<file path="config.mk">
export PLATFORM = sky130hd
export DESIGN_NAME = tpld_cmd_fifo
export DESIGN_NICKNAME = d
export VERILOG_FILES = /design/src/sv/tpld_pkg.sv /design/src/sv/tpld_cmd_fifo.sv
export SDC_FILE = /design/constraint.sdc
export NUM_CORES = 1
export LEC_CHECK = 0
export BUFFER_PORTS_ARGS = -buffer_cell sky130_fd_sc_hd__buf_2
export CAP_MARGIN = 20
export CORE_MARGIN = 2
export CORE_UTILIZATION = 41
export CTS_CLUSTER_SIZE = 16
export DETAILED_ROUTE_END_ITERATION = 6
export HOLD_SLACK_MARGIN = 0.15
export SLEW_MARGIN = 30
export SYNTH_ARGS = -nofsm -noshare
export SYNTH_HDL_FRONTEND = slang
export SYNTH_SLANG_ARGS = --single-unit
</file>
<file path="constraint.sdc">
create_clock -name clk_i -period 6.8 [get_ports clk_i]
set_clock_uncertainty 0.05 [all_clocks]
set_input_delay 1.02 -clock clk_i [delete_from_list [all_inputs] [get_ports clk_i]]
set_output_delay 1.02 -clock clk_i [all_outputs]
set_load 0.05 [all_outputs]
</file>
<file path="src/sv/tpld_pkg.sv">
// ----------------------------------------------------------------------------
// tpld_pkg
// Shared constants, result codes and the front-to-back command word for the
// tracker peer list dedup block.
// ----------------------------------------------------------------------------
package tpld_pkg;

  localparam int unsigned TABLE_DEPTH  = 1024;
  localparam int unsigned HEADER_BYTES = 20;
  localparam int unsigned RECORD_BYTES = 6;

  localparam int unsigned POS_W = 17;
  localparam int unsigned CNT_W = $clog2(TABLE_DEPTH + 1);
  localparam int unsigned IDX_W = $clog2(TABLE_DEPTH);
  localparam int unsigned KEY_W = 48;

  localparam logic [31:0]      ERROR_ACTION = 32'd3;
  localparam logic [POS_W-1:0] POS_MAX      = '1;
  localparam logic [POS_W-1:0] ACTION_END   = POS_W'(4);
  localparam logic [POS_W-1:0] HEADER_POS   = POS_W'(HEADER_BYTES);
  localparam logic [POS_W-1:0] MIN_PEER_POS = POS_W'(HEADER_BYTES + RECORD_BYTES);
  localparam logic [2:0]       FILL_LAST    = 3'(RECORD_BYTES - 1);
  localparam logic [CNT_W-1:0] TABLE_FULL   = CNT_W'(TABLE_DEPTH);

  typedef enum logic [2:0] {
    KIND_SAVED = 3'd0,
    KIND_DUP   = 3'd1,
    KIND_FULL  = 3'd2,
    KIND_DONE  = 3'd3,
    KIND_ERROR = 3'd4,
    KIND_EMPTY = 3'd5
  } kind_e;

  // one command per byte that produces results
  typedef struct packed {
    logic              has_rec;
    logic [KEY_W-1:0]  key;
    logic              has_sum;
    kind_e             sum_kind;
  } cmd_t;

endpackage

</file>
<file path="src/sv/tpld_cmd_fifo.sv">
// ----------------------------------------------------------------------------
// tpld_cmd_fifo
// Two-entry command queue between the parser and the table engine.
// ----------------------------------------------------------------------------
module tpld_cmd_fifo import tpld_pkg::*; (
  input  logic clk_i,
  input  logic rst_ni,
  input  logic push_i,
  input  cmd_t cmd_i,
  input  logic pop_i,
  output cmd_t head_o,
  output logic full_o,
  output logic empty_o
);

  cmd_t       slot_q [2];
  logic       wr_ptr_q, rd_ptr_q;
  logic [1:0] cnt_q;

  assign full_o  = (cnt_q == 2'd2);
  assign empty_o = (cnt_q == 2'd0);
  assign head_o  = slot_q[rd_ptr_q];

  always_ff @(posedge clk_i) begin
    if (push_i) begin
      slot_q[wr_ptr_q] <= cmd_i;
    end
  end

  always_ff @(posedge clk_i or negedge rst_ni) begin
    if (!rst_ni) begin
      wr_ptr_q <= 1'b0;
      rd_ptr_q <= 1'b0;
      cnt_q    <= 2'd0;
    end else begin
      if (push_i) wr_ptr_q <= ~wr_ptr_q;
      if (pop_i)  rd_ptr_q <= ~rd_ptr_q;
      case ({push_i, pop_i})
        2'b10:   cnt_q <= cnt_q + 2'd1;
        2'b01:   cnt_q <= cnt_q - 2'd1;
        default: cnt_q <= cnt_q;
      endcase
    end
  end

endmodule

</file>
==> results by stage <==
Run status:
- The run finished with clean final reports.

Worst setup path:
- The startpoint of the worst-slack reg-to-reg timing path is wr_ptr_q$_DFFE_PN0P_.
- The worst setup path is of the register to output port kind.
- The worst-path maximum fanout is 33.
- For the worst flop-to-flop path, the logic depth is 2.
- The data required time of the worst path is 5.73 ns.
- The type of origin of the critical path is a register.
- The worst setup path is captured at an output port.
- The launch point of the critical path is rd_ptr_q$_DFFE_PN0P_.
- For the worst setup path, the data arrival time is 1.99 ns.
- The endpoint identified for the worst register-to-register timing path is slot_q[0][21]$_DFFE_PP_.
- Across all register-to-register paths, the minimum setup slack is 4.87 ns.

Synth:
- The average instance in the mapped netlist occupies 23.5 µm².
- The total nets after synthesis is 239.
- Summing the areas of all xor and xnor instances in the mapped netlist gives 1.03% of the synthesized area.
- The fraction of the mapped netlist area in simple logic gates is 0.558%.
- The commonest register cell after synthesis is edfxtp_1.
- The share of the synthesized area in compound gates (AO/OA/AOI/OAI) is 0%.
- The total standard cell area after synthesis is 0.00426 mm².
- Of all flip-flops after synthesis, the portion carrying an async set or reset was 3.64%.
- Ranked by total cell area, the synthesized netlist is headed by edfxtp_1, mux2_4, buf_12, dfrtp_1, mux2_2.
- Summing the areas of all fa, ha and maj instances in the mapped netlist gives 0.294% of the synthesized area.
- The count of flip-flops with a built-in enable after synthesis is 106.
- By area, the combinational part of the netlist is dominated by multiplexers.
- The commonest cells after synthesis are edfxtp_1, mux2_4, buf_12, dfrtp_1, mux2_2.
- The portion of synthesized area spent on multiplexers is 18.3%.
- Among all cell types in the netlist, the one instantiated most often is edfxtp_1.
- The instance count of the mapped netlist is 181.
- The proportion of synthesized chip area in sequential cells is 77.1%.
- After synthesis, the netlist uses 13 different library cells.
- The synthesized design devotes to its leading area cell type 74.7% of total area.
- The synthesized design spends more area on one cell type than any other, namely edfxtp_1.
- The synthesized design contains 110 register bits.
- The number of warning messages in the yosys log is 0.

Route:
- Summing over every cut layer, the via total after detailed routing is 2,023.
- The detail-routed net length per standard cell is 15.7 µm.
- The count of nets left with antenna violations once routing finished came out at 0.
- The total iterations of the first detailed-routing run is 4.
- The initial DRC count is 52.
- Using the TritonRoute via totals, the vias-per-cell ratio works out to 4.59.
- The remaining design rule violation count is 0.
- The final wirelength is 6920 µm.

Die:
- Once the floorplan was initialized, standard cells occupied 41.8% of the core.
- For this design the top-level I/O count stands at 112.
- The cell row count is 37.
- The core box area is 0.0102 mm².
- The floorplan step set the die width to 106 µm.
- The overall die area is 0.0112 mm².
- The die boundary height is 106 µm.

Global route:
- The met1 routing resource usage after global routing is 14.8%.
- The first-pass GRT wire length is 10,400 µm.
- The met3 layer usage reported by global route is 3.07%.
- The overflow left after global routing is 0.
- In the global route stage, overall resource usage came out at 12.4%.
- The routing usage on met2 is 21.0%.
- The most utilized layer in the global route result is met2.
- The number of global-route vias before repair is 2,164.
- The initial antenna violation count was 0.
- Entering global routing, the biggest net connects 54 pins.

Placed design:
- The final weighted congestion of routability-driven global placement is 0.628.
- After legalization and detailed placement, the total HPWL measured 4560 µm.
- The number of buffers added on ports is 111.
- Once placement completed, the tool counted placed cells totaling 425.

CTS:
- After clock tree synthesis, the setup repair step added 0 buffers.
- Clock tree synthesis found a total of 110 sinks.
- The CTS tree is built.
- The hold-fix buffer count after cts is 0.
- In this run the clock root is driven by a clkbuf_8.
- The clock insertion delay at the later pin of the skew report is 0.35 ns.
- The number of clock buffers inserted by TritonCTS is 9.
- The clock tree synthesis step divided the H-tree into 3 levels.
- The total of cells resized after clock tree synthesis is 0.
- The clock-pin slew of the registers on the worst-case setup and hold paths is 0.10 ns.
- Counting along the longest clock path gives a buffer depth of 2.

STA:
- The setup-violating endpoint count in the final report is 0.
- The number of max-slew violations in the final report is 0.
- Setup repair after global routing left no endpoint under its margin.
- The number of failing hold endpoints at the final stage is 0.
- Subtracting the final worst setup slack from the clock period gives 3.06 ns.
- For the pin with the worst max-slew slack, the measured transition is 0.712 ns.
- The maximum operating frequency is 327 MHz.
- Dividing the final minimum period by the clock period gives 44.9%.
- The worst relative slew slack is 52.5%.
- After routing, the total negative slack on setup checks comes to 0 ns.

Layout:
- 0 antenna diodes ended up in the layout.
- The final layout net count is 358.
- After the flow finishes, the layout carries non-filler instances totaling 441.
- The final standard cell utilization of the core is 50.3%.
- From synthesis to final layout, the design area changed by 20.2%.
- The fraction of layout cells with a size suffix above 1 is 60.0%.

Power:
- Dividing total power by cell area gives a power density of 473 mW/mm².
- The highest ir drop seen on vdd is 0.273 mV.
- In this run the static leakage power is 2.05 nW.
- Power comes to 2.42 mW.

Hold path:
- The path type of the worst min-delay path is input port to asynchronous set/reset pin.

Run:
- The count of maximum capacitance violations is 0.
## placed cells by master, fill, tap and decap left out, drive strengths merged
cell	Yosys	final
clkinvlp	0	1
and2	1	1
mux2	53	53
clkbuf	0	10
nor2b	1	1
dfrtp	4	4
bufinv	0	1
xnor2	2	2
xor2	3	3
edfxtp	106	106
nor2	3	3
inv	1	1
buf	6	114
clkinv	0	4
ha	1	1
## layout make-up
type / count / area (µm²)
fill: 880 / 5070
sequential: 110 / 3290
multi-input combinational: 64 / 870
timing repair buffer: 114 / 598
tap: 136 / 170
clock buffer: 10 / 128
clock inverter: 6 / 62.6
inverter: 1 / 3.75
## logic make-up (layout without fill, tap and decap cells)
group                      count (synthesis)  count (layout)
DFF                                      110             110
xor gates and xnor gates                   5               5
and+or+nand+nor                            5               5
adders and majority gates                  1               1
buffers and inverters                      7             131
muxes                                     53              53
## flip-flops by register name (all words and copies together), names as in the netlist
register  cells
slot_q      106
cnt_q         2
rd_ptr_q      1
wr_ptr_q      1
## worst max-delay path, cell delays in order, from the launching register on
cell     delay, ns
dfrtp_4       0.73
buf_16        0.30
mux2_2        0.36
buf_2         0.21
## layer usage
layer | vias to the layer above | routed length, µm
met5 | - | 0
met3 | 7 | 476
met4 | 0 | 112
li1 | 943 | -
met1 | 1006 | 2750
met2 | 67 | 3570
## where the power goes
part	internal, mW	switching [mW]
Combinational	0.354	0.718
Clock	0.169	0.205
Sequential	0.902	0.0756
## metrics by stage
stage               instance area (µm²)  hold WS, ns  worst slack (ns)
finish                             5120        0.399              3.74
global route                       5120        0.379              3.64
CTS                                5120        0.380              3.69
detailed placement                 4930        0.449              4.05
global placement                   4900        0.425              3.97
floorplan                          4260        0.406              2.98
## worst max path at each step
stage / slack, ns / end / depth (start not counted)
final: 3.74 / head_o[50] / 3
after global placement: 3.97 / head_o[50] / 2
after floorplan: 2.98 / slot_q[0][0]$_DFFE_PP_ / 2
after global routing: 3.64 / head_o[50] / 3
after CTS: 3.69 / head_o[50] / 3
after detailed placement: 4.05 / slot_q[0][9]$_DFFE_PP_ / 4
(Power assumes the default switching activity.)
