==> src/sv/tpld_pkg.sv <==
// ----------------------------------------------------------------------------
// tpld_pkg
// Shared constants, result codes and the front-to-back command word for the
// tracker peer list dedup block.
// ----------------------------------------------------------------------------
package tpld_pkg;

  localparam int unsigned TABLE_DEPTH  = 1024;
  localparam int unsigned HEADER_BYTES = 20;
  localparam int unsigned RECORD_BYTES = 6;

  localparam int unsigned POS_W = 17;
  localparam int unsigned CNT_W = $clog2(TABLE_DEPTH + 1);
  localparam int unsigned IDX_W = $clog2(TABLE_DEPTH);
  localparam int unsigned KEY_W = 48;

  localparam logic [31:0]      ERROR_ACTION = 32'd3;
  localparam logic [POS_W-1:0] POS_MAX      = '1;
  localparam logic [POS_W-1:0] ACTION_END   = POS_W'(4);
  localparam logic [POS_W-1:0] HEADER_POS   = POS_W'(HEADER_BYTES);
  localparam logic [POS_W-1:0] MIN_PEER_POS = POS_W'(HEADER_BYTES + RECORD_BYTES);
  localparam logic [2:0]       FILL_LAST    = 3'(RECORD_BYTES - 1);
  localparam logic [CNT_W-1:0] TABLE_FULL   = CNT_W'(TABLE_DEPTH);

  typedef enum logic [2:0] {
    KIND_SAVED = 3'd0,
    KIND_DUP   = 3'd1,
    KIND_FULL  = 3'd2,
    KIND_DONE  = 3'd3,
    KIND_ERROR = 3'd4,
    KIND_EMPTY = 3'd5
  } kind_e;

  // one command per byte that produces results
  typedef struct packed {
    logic              has_rec;
    logic [KEY_W-1:0]  key;
    logic              has_sum;
    kind_e             sum_kind;
  } cmd_t;

endpackage

==> src/sv/tpld_front.sv <==
// ----------------------------------------------------------------------------
// tpld_front
// Byte parser: tracks position, action word and record assembly, and turns
// each byte that completes a record or closes a packet into a command.
// ----------------------------------------------------------------------------
module tpld_front import tpld_pkg::*; (
  input  logic       clk_i,
  input  logic       rst_ni,
  input  logic       in_valid_i,
  output logic       in_stall_o,
  input  logic [7:0] data_byte_i,
  input  logic       last_byte_i,
  input  logic       q_full_i,
  output logic       push_o,
  output cmd_t       cmd_o
);

  logic [POS_W-1:0] pos_q, pos_d, pos_inc;
  logic [31:0]      action_q, action_d;
  logic [KEY_W-1:0] shift_q, shift_d, shift_n;
  logic [2:0]       fill_q, fill_d;
  logic             accept, in_rec, rec_done;

  assign in_stall_o = q_full_i;
  assign accept     = in_valid_i && !q_full_i;

  assign pos_inc  = (pos_q == POS_MAX) ? pos_q : pos_q + POS_W'(1);
  // action word is complete before the header ends
  assign in_rec   = (pos_q >= HEADER_POS) && (action_q != ERROR_ACTION);
  assign shift_n  = {shift_q[KEY_W-9:0], data_byte_i};
  assign rec_done = in_rec && (fill_q == FILL_LAST);

  always_comb begin
    action_d = action_q;
    if (pos_q < ACTION_END) begin
      case (pos_q[1:0])
        2'd0:    action_d = action_q | {data_byte_i, 24'd0};
        2'd1:    action_d = action_q | {8'd0, data_byte_i, 16'd0};
        2'd2:    action_d = action_q | {16'd0, data_byte_i, 8'd0};
        default: action_d = action_q | {24'd0, data_byte_i};
      endcase
    end
  end

  always_comb begin
    cmd_o.has_rec = rec_done;
    cmd_o.key     = shift_n;
    cmd_o.has_sum = last_byte_i;
    if (action_d == ERROR_ACTION) begin
      cmd_o.sum_kind = KIND_ERROR;
    end else if (pos_inc < MIN_PEER_POS) begin
      cmd_o.sum_kind = KIND_EMPTY;
    end else begin
      cmd_o.sum_kind = KIND_DONE;
    end
  end

  assign push_o = accept && (rec_done || last_byte_i);

  always_comb begin
    pos_d   = pos_inc;
    shift_d = shift_q;
    fill_d  = fill_q;
    if (in_rec) begin
      shift_d = rec_done ? '0 : shift_n;
      fill_d  = rec_done ? 3'd0 : fill_q + 3'd1;
    end
    if (last_byte_i) begin
      pos_d   = '0;
      shift_d = '0;
      fill_d  = 3'd0;
    end
  end

  always_ff @(posedge clk_i or negedge rst_ni) begin
    if (!rst_ni) begin
      pos_q    <= '0;
      action_q <= '0;
      shift_q  <= '0;
      fill_q   <= 3'd0;
    end else if (accept) begin
      pos_q    <= pos_d;
      action_q <= last_byte_i ? '0 : action_d;
      shift_q  <= shift_d;
      fill_q   <= fill_d;
    end
  end

  a_fill_range: assert property (@(posedge clk_i) disable iff (!rst_ni)
    fill_q <= FILL_LAST) else $error("record fill out of range");

  a_fill_after_hdr: assert property (@(posedge clk_i) disable iff (!rst_ni)
    (fill_q != 3'd0) |-> (pos_q > HEADER_POS)) else $error("record bytes inside header");

endmodule

==> config.mk <==
export PLATFORM = sky130hd
export DESIGN_NAME = tpld_front
export DESIGN_NICKNAME = d
export VERILOG_FILES = /design/src/sv/tpld_pkg.sv /design/src/sv/tpld_front.sv
export SDC_FILE = /design/constraint.sdc
export NUM_CORES = 1
export LEC_CHECK = 0
export BUFFER_PORTS_ARGS = -buffer_cell sky130_fd_sc_hd__buf_2
export CORE_MARGIN = 10
export CORE_UTILIZATION = 55
export DETAILED_ROUTE_END_ITERATION = 6
export PLACE_DENSITY = 0.77
export SYNTH_ARGS = -nofsm -noshare
export SYNTH_HDL_FRONTEND = slang
export SYNTH_SLANG_ARGS = --single-unit
==> constraint.sdc <==
create_clock -name clk_i -period 2.4 [get_ports clk_i]
set_input_delay 0.12 -clock clk_i [delete_from_list [all_inputs] [get_ports clk_i]]
set_output_delay 0.12 -clock clk_i [all_outputs]
set_load 0.005 [all_outputs]
==> results of run 1 <==
worst paths after layout:
check,startpoint,end,depth (start not counted)
max in group asynchronous,rst_ni,shift_q[35],3
hold reg to reg,shift_q[35],shift_q[35],1
hold / removal,data_byte_i[4],shift_q[4],2
min in group asynchronous,rst_ni,pos_q[16],2
setup reg to reg,pos_q[15],action_q[15],6
setup / recovery,pos_q[0],cmd_o[2],8
cells by family after synthesis:
| logic type | after synthesis | synth area share (%) |
|---|---|---|
| adder cells (fa/ha/maj) | 6 | 1.67 |
| AO/OA/AOI/OAI | 145 | 23.5 |
| AND/OR/NAND/NOR | 133 | 16.2 |
| XOR/XNOR | 4 | 0.778 |
| flip-flops | 92 | 51.1 |
| buffers and inverters | 57 | 6.73 |
state kept, by name (all words and copies together) (netlist names):
signal,flops
action_q,32
fill_q,3
shift_q,40
pos_q,17
power by group:
group          leakage, nW  switching (W)  internal (W)  total [W]
sequential            1.25      0.0000801       0.00164    0.00172
combinational         1.24       0.000300      0.000246   0.000546
clock               0.0993       0.000610      0.000404    0.00101
layout by cell type (no fill, tap or decap), types with 4 or more instances in the layout:
| cell type | synthesis | final |
|---|---|---|
| dfrtp_2 | 0 | 15 |
| nor2_1 | 38 | 35 |
| o21ai_0 | 23 | 22 |
| nand4_1 | 14 | 14 |
| nor3_1 | 7 | 6 |
| dfrtp_1 | 92 | 77 |
| nor4_1 | 9 | 5 |
| a21oi_1 | 26 | 26 |
| nand2_1 | 26 | 26 |
| inv_1 | 7 | 7 |
| a31oi_1 | 6 | 6 |
| nand3_1 | 8 | 7 |
| nor4_4 | 2 | 4 |
| and3_1 | 7 | 7 |
| clkbuf_8 | 0 | 9 |
| a22o_1 | 59 | 59 |
| buf_4 | 13 | 30 |
| buf_2 | 14 | 66 |
repair_timing:
action	in CTS	in global routing
cloned	0	0
pin swaps	11	7
resized for setup	36	7
hold endpoints to repair	28	0
buffers inserted	11	4
setup endpoints to repair	4	4
hold buffers	1	0
metrics by stage:
| stage | setup slack [ns] | total power, W | hold WS [ns] | setup TNS [ns] | util [%] |
|---|---|---|---|---|---|
| after floorplan | 0.248 | 0.00203 | -0.176 | 0 | - |
| after global placement | 0.118 | 0.00218 | 0.0842 | 0 | 62.1 |
| after detailed placement | -0.0147 | 0.00220 | 0.0879 | -0.0147 | 62.1 |
| after CTS | -0.0221 | 0.00325 | 0.105 | -0.0290 | 67.2 |
| after global routing | -0.192 | 0.00344 | 0.119 | -0.513 | 68.1 |
| final | -0.0765 | 0.00328 | 0.125 | -0.153 | 68.1 |
final cells by class:
type / count / share of cell area (%)
inverter: 7 / 0.492
tap: 102 / 2.39
clock buffer: 9 / 2.32
timing repair buffer: 102 / 12.1
sequential: 92 / 43.4
clock inverter: 7 / 1.26
multi-input combinational: 288 / 38.0
metal layers:
layer  vias up  track usage (%)  wire [um]
met5         -                0          0
met4         0             5.27         90
met3         7             4.27        830
met2       166             25.4       5230
met1      1877             26.9       5440
li1       1744                -          -
==> out/qor.csv, run 1 <==
stage;metric;value;unit
drt;WL per Instance;19.1;um
yosys;asr flop ratio synth;100;%
setup_path;WS Path Type;register to output pin;
setup_path;family with the most delay on the worst path;simple AND/OR/NAND/NOR gates;
global_route;remaining global-route overflow;0;
yosys;Synth area leaders;dfrtp_1, a22o_1, nor2_1;
setup_path;worst path cell trace;ha_4, and4_4, nand3_2, a311oi_2, xnor2_1, nand4_1, o21ai_0, buf_2;
drt;vias per cell;6.25;
setup_path;crit-path max FO;5;
floorplanning;die area;12200;sq um
placed_design;placed cell area;4870;sq um
drt;final wirelength;11.6;mm
setup_path;Setup crit start kind;register;
final_layout;Reg area;2320;sq um
cts;TritonCTS Buffers;9;
final_layout;nets@finish;519;
sta;Worst Tran Pin Value;0.696;ns
yosys;Yosys warnings;0;
sta;Max-slew headroom;53.6;%
floorplanning;initial core utilization;57.4;%
global_route;GRT Total Usage;18.1;%
yosys;Synth Net Count;456;
cts;clock buffer depth;2;
sta;Slew Viols, Final;0;
final_layout;Layout area overhead;18.7;%
yosys;top-count cell post-synth;dfrtp_1;
cts;worst skew pair latency;0.37;ns
yosys;Synth top area share;51.1;%
sta;Final Skew;0.0108;ns
global_route;initial antenna violation count;0;
drt;post-route ant nets;0;
final_layout;share of cells above drive strength 1;31.7;%
setup_path;crit-path max cell delay;0.41;ns
sta;Final Hold Vio Count;0;
floorplanning;Die Width;110;um
yosys;top cells by count, synth;dfrtp_1, a22o_1, nor2_1, a21oi_1, nand2_1;
setup_path;Critical Path End Type;output pin;
final_layout;area of the multi-input gates;2030;sq um
setup_path;Required @ worst endpoint;2.28;ns
setup_path;worst path bufs/invs;1;
floorplanning;Row Count;32;
global_route;largest net degree at the start of global routing;40;
yosys;dominant cell type by area after synthesis;dfrtp_1;
sta;Max Fclk;404;MHz
sta;slack of the critical path;-0.0765;ns
pwr;Leak Pwr;2.59;nW
yosys;Synth Register Bits;92;
setup_path;cell with the largest stage delay on the worst path;dfrtp_1;
cts;CTS tree;built;
drt;drt drc;0;
global_route;first-pass GRT wire length;18.8;mm
floorplanning;core area;7850;sq um
placed_design;PortBufs;67;
final_layout;fill cell count;603;
placed_design;GP Congestion;0.862;
placed_design;detailed placer's ending HPWL;7.71;mm
yosys;syn_area_per_cell;10.3;sq um
setup_path;WP data arrival;2.36;ns
outcome;status;finished, violations left;
drt;Pre-antenna DRT Iters;5;
floorplanning;num ports;68;
sta;RSZ-0062 raised after global routing;yes;
global_route;vias in the first global route;3548;
final_layout;final instance area;5340;sq um
yosys;synthesized area;4500;sq um
sta;post-layout min period;2.48;ns
sta;final setup fails;2;
cts;root buf cell;clkbuf_8;
setup_path;setup slack, reg-to-reg;0.28;ns
yosys;Main synth FF type;dfrtp_1;
drt;DR iter-0 viols;379;
worst_hold_path;Worst Hold Class;input port to register;
drt;Vias;3794;
yosys;Mapped Cells;437;
floorplanning;die height;110;um
outcome;failing checks;setup timing;
pwr;Power Dens Cells;615;nW/um^2
yosys;Seq/Total Area, Yosys;51.1;%
cts;CTS clk-pin slew, worst paths;0.10;ns
final_layout;non-filler cells in the finished layout;607;
job;Max Cap Violations;0;
cts;H-tree depth;3;
sta;period utilization;103;%
pwr;maximum vdd drop;0.000434;V
yosys;Cell variety after synth;54;
cts;# clock sinks;92;
placed_design;Inst Count DP;575;
final_layout;# diodes;0;
yosys;Post-synth EDFFs;0;
Power figures use the tool's default switching activity.
==> run 2: changes to the inputs <==
ABC_AREA = 1   (was unset)
PLACE_DENSITY = 0.76   (was 0.77)
==> run 2 against run 1 <==
The run still ends with setup timing left. Hold slack worse by 0.041 ns. Sequential cell count stayed put. Power is 58% higher. Routed wire length is 50% higher. Cell area is 31% higher. First-iteration DRC count is 130% higher. Count of clock-buffer cells in the layout is 1 higher. Register-to-register slack worse by 0.05 ns. Synthesized area is 33% higher. Non-clock buffer count is 4 higher. Critical endpoint unchanged. Highest routed layer unchanged.
==> out/qor.csv, run 2 <==
stage;metric;value;unit;change
outcome;status;finished, violations left;;unchanged
outcome;failing checks;setup timing;;unchanged
yosys;Seq/Total Area, Yosys;38.4;%;was 51.1%
yosys;Yosys warnings;0;;unchanged
setup_path;cell with the largest stage delay on the worst path;dfrtp_2;;was dfrtp_1
setup_path;worst path cell trace;inv_4, ha_4, buf_12, o21ai_2, nand2_1, nand2_1, nand2_1, nand2_1, nand2_1, nor2_1, nand2_1, nor2_2, nand2_2, inv_1, nand2_1, nand2_1, buf_2;;was ha_4, and4_4, nand3_2, a311oi_2, xnor2_1, nand4_1, o21ai_0, buf_2
final_layout;nets@finish;978;;was 519
sta;Slew Viols, Final;0;;unchanged
setup_path;WS Path Type;register to output pin;;unchanged
drt;Pre-antenna DRT Iters;6;;was 5
cts;# clock sinks;92;;unchanged
yosys;top-count cell post-synth;nand2_1;;was dfrtp_1
floorplanning;Die Width;124;um;was 110 um
sta;RSZ-0062 raised after global routing;yes;;unchanged
yosys;Synth Register Bits;92;;unchanged
worst_hold_path;Worst Hold Class;input port to register;;unchanged
yosys;Synth area leaders;dfrtp_1, nand2_1, o21ai_0;;was dfrtp_1, a22o_1, nor2_1
final_layout;Layout area overhead;17.0;%;was 18.7%
global_route;initial antenna violation count;0;;unchanged
final_layout;most common cell after layout, fill and taps aside;nand2_1;;was dfrtp_1
setup_path;Setup crit start kind;register;;unchanged
placed_design;placed cell area;6450;sq um;was 4870 sq um
final_layout;post-layout util;65.3;%;was 68.1%
cts;CTS clk-pin slew, worst paths;0.10;ns;about the same
drt;post-route ant nets;0;;unchanged
placed_design;detailed placer's ending HPWL;11.6;mm;was 7.71 mm
floorplanning;initial core utilization;55.8;%;was 57.4%
setup_path;Crit path top cell by count;nand2_1;;
sta;Worst Tran Pin Value;0.763;ns;was 0.696 ns
sta;post-route setup TNS;-0.290;ns;was -0.153 ns
global_route;largest net degree at the start of global routing;65;;was 40
setup_path;Required @ worst endpoint;2.28;ns;about the same
yosys;Post-synth EDFFs;0;;unchanged
yosys;Synth top area share;38.4;%;was 51.1%
drt;WL per Instance;15.8;um;was 19.1 um
final_layout;share of cells above drive strength 1;18.5;%;was 31.7%
sta;period utilization;105;%;was 103%
global_route;vias in the first global route;5640;;was 3,548
cts;clock buffer depth;2;;unchanged
yosys;Mapped Cells;895;;was 437
floorplanning;die area;15500;sq um;was 12,200 sq um
yosys;Synth Net Count;914;;was 456
pwr;Leak Pwr;3.65;nW;was 2.59 nW
setup_path;setup slack, reg-to-reg;0.23;ns;was 0.28 ns
final_layout;# diodes;0;;unchanged
placed_design;GP Congestion;0.937;;was 0.862
final_layout;Top reg by flops;shift_q;;unchanged
yosys;dominant cell type by area after synthesis;dfrtp_1;;unchanged
global_route;remaining global-route overflow;0;;unchanged
final_layout;top flop regs;shift_q: 40 flops, action_q: 32 flops, pos_q: 17 flops;;unchanged
yosys;asr flop ratio synth;100;%;unchanged
yosys;synthesized area;6000;sq um;was 4500 sq um
job;Max Cap Violations;0;;unchanged
yosys;Main synth FF type;dfrtp_1;;unchanged
sta;slack of the critical path;-0.112;ns;was -0.0765 ns
yosys;top cells by count, synth;nand2_1, o21ai_0, dfrtp_1, nand3_1, nor2_1;;was dfrtp_1, a22o_1, nor2_1, a21oi_1, nand2_1
sta;Final Hold Vio Count;0;;unchanged
global_route;routing usage on met1;30.1;%;was 26.9%
global_route;first-pass GRT wire length;28.8;mm;was 18.8 mm
cts;root buf cell;clkbuf_8;;unchanged
drt;vias per cell;5.60;;was 6.25
yosys;Cell variety after synth;38;;was 54
global_route;busiest layer in global routing;met2;;was met1
pwr;Power Dens Cells;741;nW/um^2;was 615 nW/um^2
drt;drt drc;0;;unchanged
cts;CTS tree;built;;unchanged
global_route;GRT Total Usage;21.8;%;was 18.1%
setup_path;WP data arrival;2.39;ns;was 2.36 ns
sta;Final Skew;0.0165;ns;was 0.0108 ns
sta;post-layout min period;2.51;ns;was 2.48 ns
final_layout;final instance area;7010;sq um;was 5340 sq um
drt;final wirelength;17.4;mm;was 11.6 mm
global_route;M2 GR Usage;33.2;%;was 25.4%
final_layout;commonest non-fill, non-tap cells in the layout;nand2_1, o21ai_0, dfrtp_1;;was dfrtp_1, buf_2, a22o_1
floorplanning;core area;10700;sq um;was 7850 sq um
placed_design;PortBufs;67;;unchanged
final_layout;max FFs per register;40;;unchanged
setup_path;crit-path max cell delay;0.47;ns;was 0.41 ns
setup_path;R2R depth;8;;was 6
sta;Max-slew headroom;49.1;%;was 53.6%
floorplanning;Row Count;38;;was 32
drt;DR iter-0 viols;854;;was 379
drt;Vias;6186;;was 3,794
setup_path;Critical Path End Type;output pin;;unchanged
sta;final setup fails;4;;was 2
floorplanning;die height;124;um;was 110 um
worst_hold_path;hold depth;3;;was 2
cts;TritonCTS Buffers;9;;unchanged
floorplanning;num ports;68;;unchanged
sta;Max Fclk;398;MHz;was 404 MHz
cts;H-tree depth;3;;unchanged
yosys;syn_area_per_cell;6.70;sq um;was 10.3 sq um
setup_path;crit-path max FO;16;;was 5
global_route;met3 GRT Util;4.00;%;was 4.27%
cts;worst skew pair latency;0.39;ns;was 0.37 ns
pwr;maximum vdd drop;0.000369;V;was 0.000434 V
run 2: cell types whose count changed after synthesis, moves of 7 or more:
cell	before	now
nand3_1	8	74
inv_1	7	63
nor2_1	38	64
a22o_1	59	6
a21oi_1	26	6
nand2_1	26	347
o22ai_1	0	11
o21ai_0	23	107
buf_2	14	7
run 2: stage by stage:
stage | hold WS, ns | total power (W) | cells | worst slack, ns
4_1_cts | 0.0755 | 0.00514 | 1100 | -0.0825
3_3_place_gp | 0.0802 | 0.00381 | 1070 | 0.113
5_1_grt | 0.0861 | 0.00554 | 1104 | -0.261
2_1_floorplan | -0.176 | 0.00325 | 895 | 0.491
6_report | 0.0831 | 0.00519 | 1104 | -0.112
3_5_place_dp | 0.0790 | 0.00383 | 1070 | 0.120
run 2: cell type report:
class / instances / area [sq um]
clock inverters: 6 / 76.3
flip-flops and latches: 92 / 2310
well taps: 140 / 175
fillers: 939 / 3730
clock buffers: 10 / 128
inverters: 68 / 269
multi-input cells: 682 / 3280
repair buffers: 106 / 778
run 2: worst max-delay path, delay by kind of cell (launching register included):
| kind | cells | cell delay (ns) |
|---|---|---|
| adders and majority gates | 1 | 0.19 |
| buffers and inverters | 4 | 0.39 |
| AOI/OAI and AO/OA | 1 | 0.14 |
| and+or+nand+nor | 11 | 0.80 |
| DFF | 1 | 0.47 |
run 2: worst paths after layout:
kind                                      from            to
worst max-delay path                  pos_q[1]      cmd_o[2]
worst min-delay path            data_byte_i[1]    shift_q[1]
worst max register to register       pos_q[16]   shift_q[11]
worst min register to register     shift_q[32]   shift_q[32]
max in group asynchronous               rst_ni  action_q[17]
min in group asynchronous               rst_ni     pos_q[13]
run 2: power breakdown:
group / switching (W) / internal [W]
combinational: 0.00122 / 0.000788
sequential: 0.000256 / 0.00178
clock: 0.000646 / 0.000506
total: 0.00212 / 0.00307
run 2: cells by family after synthesis:
| family | share of synthesized area [%] |
|---|---|
| and+or+nand+nor | 37.0 |
| AOI/OAI and AO/OA | 12.7 |
| buffers and inverters | 9.62 |
| DFF | 38.4 |
| xor gates and xnor gates | 1.02 |
| adders and majority gates | 1.25 |
run 2: what timing repair did:
item | in CTS | in global routing
endpoints found under the hold margin | 28 | 0
buffers inserted | 11 | 4
pin swaps | 22 | 6
gates cloned | 2 | 0
gates resized for setup | 56 | 14
hold buffers | 1 | 0
endpoints found under the setup margin | 5 | 5
run 2: layer usage:
layer / vias to the layer above / share of wire [%]
li1: 3016 / -
met3: 33 / 9.2
met4: 0 / 2.1
met2: 281 / 46
met5: - / 0
met1: 2856 / 43
==> run 3: changes to the inputs <==
CORE_UTILIZATION = 45   (was 55)
PLACE_DENSITY = unset   (was 0.76)
==> run 3 against run 2 <==
The flow still finishes with violations (setup timing). Critical path type unchanged. Largest power group is now combinational logic. Hold slack gained 0.020 ns. Register-to-register slack lost 0.05 ns. First-iteration DRC count shrank 41%. Sequential power is essentially flat. Sequential share of layout area shrank 1.4 points. Non-clock buffer count grew 12. Critical path depth shrank 2. Clock skew shrank 0.0058 ns. Sequential cell count is the same. Die area grew 19%.
==> out/qor.csv, run 3 (synthesized netlist as in run 2, its figures left out) <==
stage;metric;value;unit;change
cts;CTS clk-pin slew, worst paths;0.07;ns;was 0.10 ns
cts;TritonCTS Buffers;9;;unchanged
final_layout;share of cells above drive strength 1;20.3;%;was 18.5%
cts;# clock sinks;92;;unchanged
final_layout;Top reg by flops;shift_q;;unchanged
sta;post-route setup TNS;-0.316;ns;was -0.290 ns
final_layout;most common cell after layout, fill and taps aside;nand2_1;;unchanged
drt;Pre-antenna DRT Iters;5;;was 6
setup_path;R2R depth;11;;was 8
worst_hold_path;Hold Crit Endpoint;shift_q[3];;was shift_q[1]
floorplanning;Row Count;42;;was 38
sta;Worst Tran Pin Value;0.788;ns;was 0.763 ns
final_layout;fill cell count;1225;;was 939
drt;drt drc;0;;unchanged
outcome;status;finished, violations left;;unchanged
final_layout;nets@finish;992;;was 978
worst_hold_path;min-delay src;data_byte_i[3];;was data_byte_i[1]
setup_path;family with the most delay on the worst path;simple AND/OR/NAND/NOR gates;;unchanged
pwr;Power Dens Cells;764;nW/um^2;was 741 nW/um^2
final_layout;max FFs per register;40;;unchanged
pwr;Tot Pwr;0.00560;W;was 0.00519 W
cts;root buf cell;clkbuf_16;;was clkbuf_8
final_layout;Reg area;2310;sq um;about the same
setup_path;FF-to-FF Start;pos_q[14];;was pos_q[16]
pwr;Leak Pwr;3.77;nW;was 3.65 nW
worst_hold_path;hold depth;3;;unchanged
sta;RSZ-0062 raised after global routing;yes;;unchanged
sta;slack of the critical path;-0.112;ns;about the same
global_route;GRT Total Usage;20.6;%;was 21.8%
setup_path;worst r2r dst;shift_q[35];;was shift_q[11]
setup_path;Required @ worst endpoint;2.28;ns;about the same
setup_path;crit-path max FO;12;;was 16
placed_design;Inst Count DP;1113;;was 1,070
floorplanning;die height;135;um;was 124 um
sta;period utilization;105;%;about the same
sta;worst hold margin;0.103;ns;was 0.0831 ns
sta;Final Hold Vio Count;0;;unchanged
sta;Max Fclk;398;MHz;about the same
global_route;vias in the first global route;5588;;was 5,640
final_layout;commonest non-fill, non-tap cells in the layout;nand2_1, o21ai_0, dfrtp_1;;unchanged
setup_path;setup slack, reg-to-reg;0.18;ns;was 0.23 ns
worst_hold_path;Worst Hold Class;input port to register;;unchanged
pwr;maximum vdd drop;0.000494;V;was 0.000369 V
floorplanning;Die Width;135;um;was 124 um
floorplanning;die area;18300;sq um;was 15,500 sq um
final_layout;Layout area overhead;22.2;%;was 17.0%
drt;WL per Instance;16.4;um;was 15.8 um
floorplanning;num ports;68;;unchanged
floorplanning;initial core utilization;45.6;%;was 55.8%
drt;vias per cell;5.31;;was 5.60
global_route;largest net degree at the start of global routing;87;;was 65
final_layout;# diodes;0;;unchanged
final_layout;area of the multi-input gates;3350;sq um;was 3280 sq um
floorplanning;core area;13100;sq um;was 10,700 sq um
final_layout;non-filler cells in the finished layout;1154;;was 1,104
setup_path;CP Depth;15;;was 17
sta;Max-slew headroom;47.4;%;was 49.1%
placed_design;detailed placer's ending HPWL;12.4;mm;was 11.6 mm
sta;Final Skew;0.0107;ns;was 0.0165 ns
final_layout;top flop regs;shift_q: 40 flops, action_q: 32 flops, pos_q: 17 flops;;unchanged
setup_path;WS Path Type;register to output pin;;unchanged
cts;H-tree depth;3;;unchanged
job;Max Cap Violations;0;;unchanged
cts;CTS tree;built;;unchanged
setup_path;cell with the largest stage delay on the worst path;dfrtp_2;;unchanged
drt;post-route ant nets;0;;unchanged
cts;clock buffer depth;2;;unchanged
setup_path;crit-path max cell delay;0.45;ns;was 0.47 ns
global_route;initial antenna violation count;0;;unchanged
drt;DR iter-0 viols;500;;was 854
sta;Slew Viols, Final;0;;unchanged
setup_path;Critical Path End Type;output pin;;unchanged
setup_path;Setup crit start kind;register;;unchanged
global_route;remaining global-route overflow;0;;unchanged
setup_path;Crit path top cell by count;nand2_1;;unchanged
placed_design;PortBufs;67;;unchanged
setup_path;WP data arrival;2.39;ns;about the same
global_route;first-pass GRT wire length;30.3;mm;was 28.8 mm
outcome;failing checks;setup timing;;unchanged
cts;worst skew pair latency;0.37;ns;was 0.39 ns
drt;final wirelength;18.9;mm;was 17.4 mm
setup_path;worst path bufs/invs;4;;unchanged
drt;Vias;6124;;was 6,186
sta;final setup fails;3;;was 4
final_layout;post-layout util;55.8;%;was 65.3%
placed_design;GP Congestion;0.911;;was 0.937
sta;post-layout min period;2.51;ns;about the same
setup_path;worst path cell trace;inv_2, ha_4, clkbuf_16, o21ai_1, nand2_1, nand2_1, nand2_1, nand2_1, nand2_2, nor2_4, buf_6, nand4_1, nor2_1, nand2_1, buf_2;;was inv_4, ha_4, buf_12, o21ai_2, nand2_1, nand2_1, nand2_1, nand2_1, nand2_1, nor2_1, nand2_1, nor2_2, nand2_2, inv_1, nand2_1, nand2_1, buf_2
[run 3: changes by cell type in the layout (fill, tap and decap cells not counted), sizes merged]
cell / before / now
clkbuf: 10 / 11
clkinv: 1 / 3
buf: 105 / 115
nand2: 351 / 353
bufinv: 1 / 0
[run 3: through the flow]
step	worst slack [ns]	area [sq um]
floorplan	0.491	6000
global placement	0.0736	6560
detailed placement	0.0591	6560
CTS	-0.0946	7170
global route	-0.310	7330
finish	-0.112	7330
[run 3: how the worst max path moves through the flow]
| stage | slack, ns | startpoint | to |
|---|---|---|---|
| floorplan | 0.49 | pos_q[0] | cmd_o[2] |
| global placement | 0.07 | pos_q[10] | cmd_o[1] |
| detailed placement | 0.06 | pos_q[13] | cmd_o[1] |
| CTS | -0.09 | pos_q[1] | cmd_o[2] |
| global route | -0.31 | pos_q[0] | cmd_o[2] |
| finish | -0.11 | pos_q[0] | cmd_o[0] |
[run 3: layer usage]
layer / GRT usage, % / up-vias / routed length (um)
met3: 6.05 / 21 / 1450
met5: 0 / - / 0
met4: 5.14 / 0 / 262
li1: - / 3056 / -
met1: 27.7 / 2853 / 8670
met2: 31.9 / 194 / 8540
[run 3: final cells by class]
type / count / area share [%]
multi-input combinational: 684 / 45.8
clock inverter: 7 / 0.768
clock buffer: 9 / 3.07
sequential: 92 / 31.5
tap: 176 / 3.01
timing repair buffer: 118 / 12.2
inverter: 68 / 3.69
[run 3: what timing repair did]
action | 4_1_cts | 5_1_grt
gates resized for setup | 56 | 19
setup buffers | 16 | 4
endpoints found under the hold margin | 38 | 0
hold buffers | 1 | 0
pin swaps | 20 | 7
setup endpoints to repair | 5 | 4
cloned | 2 | 2
[run 3: worst min-delay path, stage by stage]
cell and delay (ns):
buf_2 0.15, nand3_1 0.09, o21ai_0 0.06
[run 3: report_power, final]
part	switching [W]	internal (W)	total, W
combinational	0.00128	0.000835	0.00211
clock	0.000708	0.000722	0.00143
sequential	0.000276	0.00178	0.00206
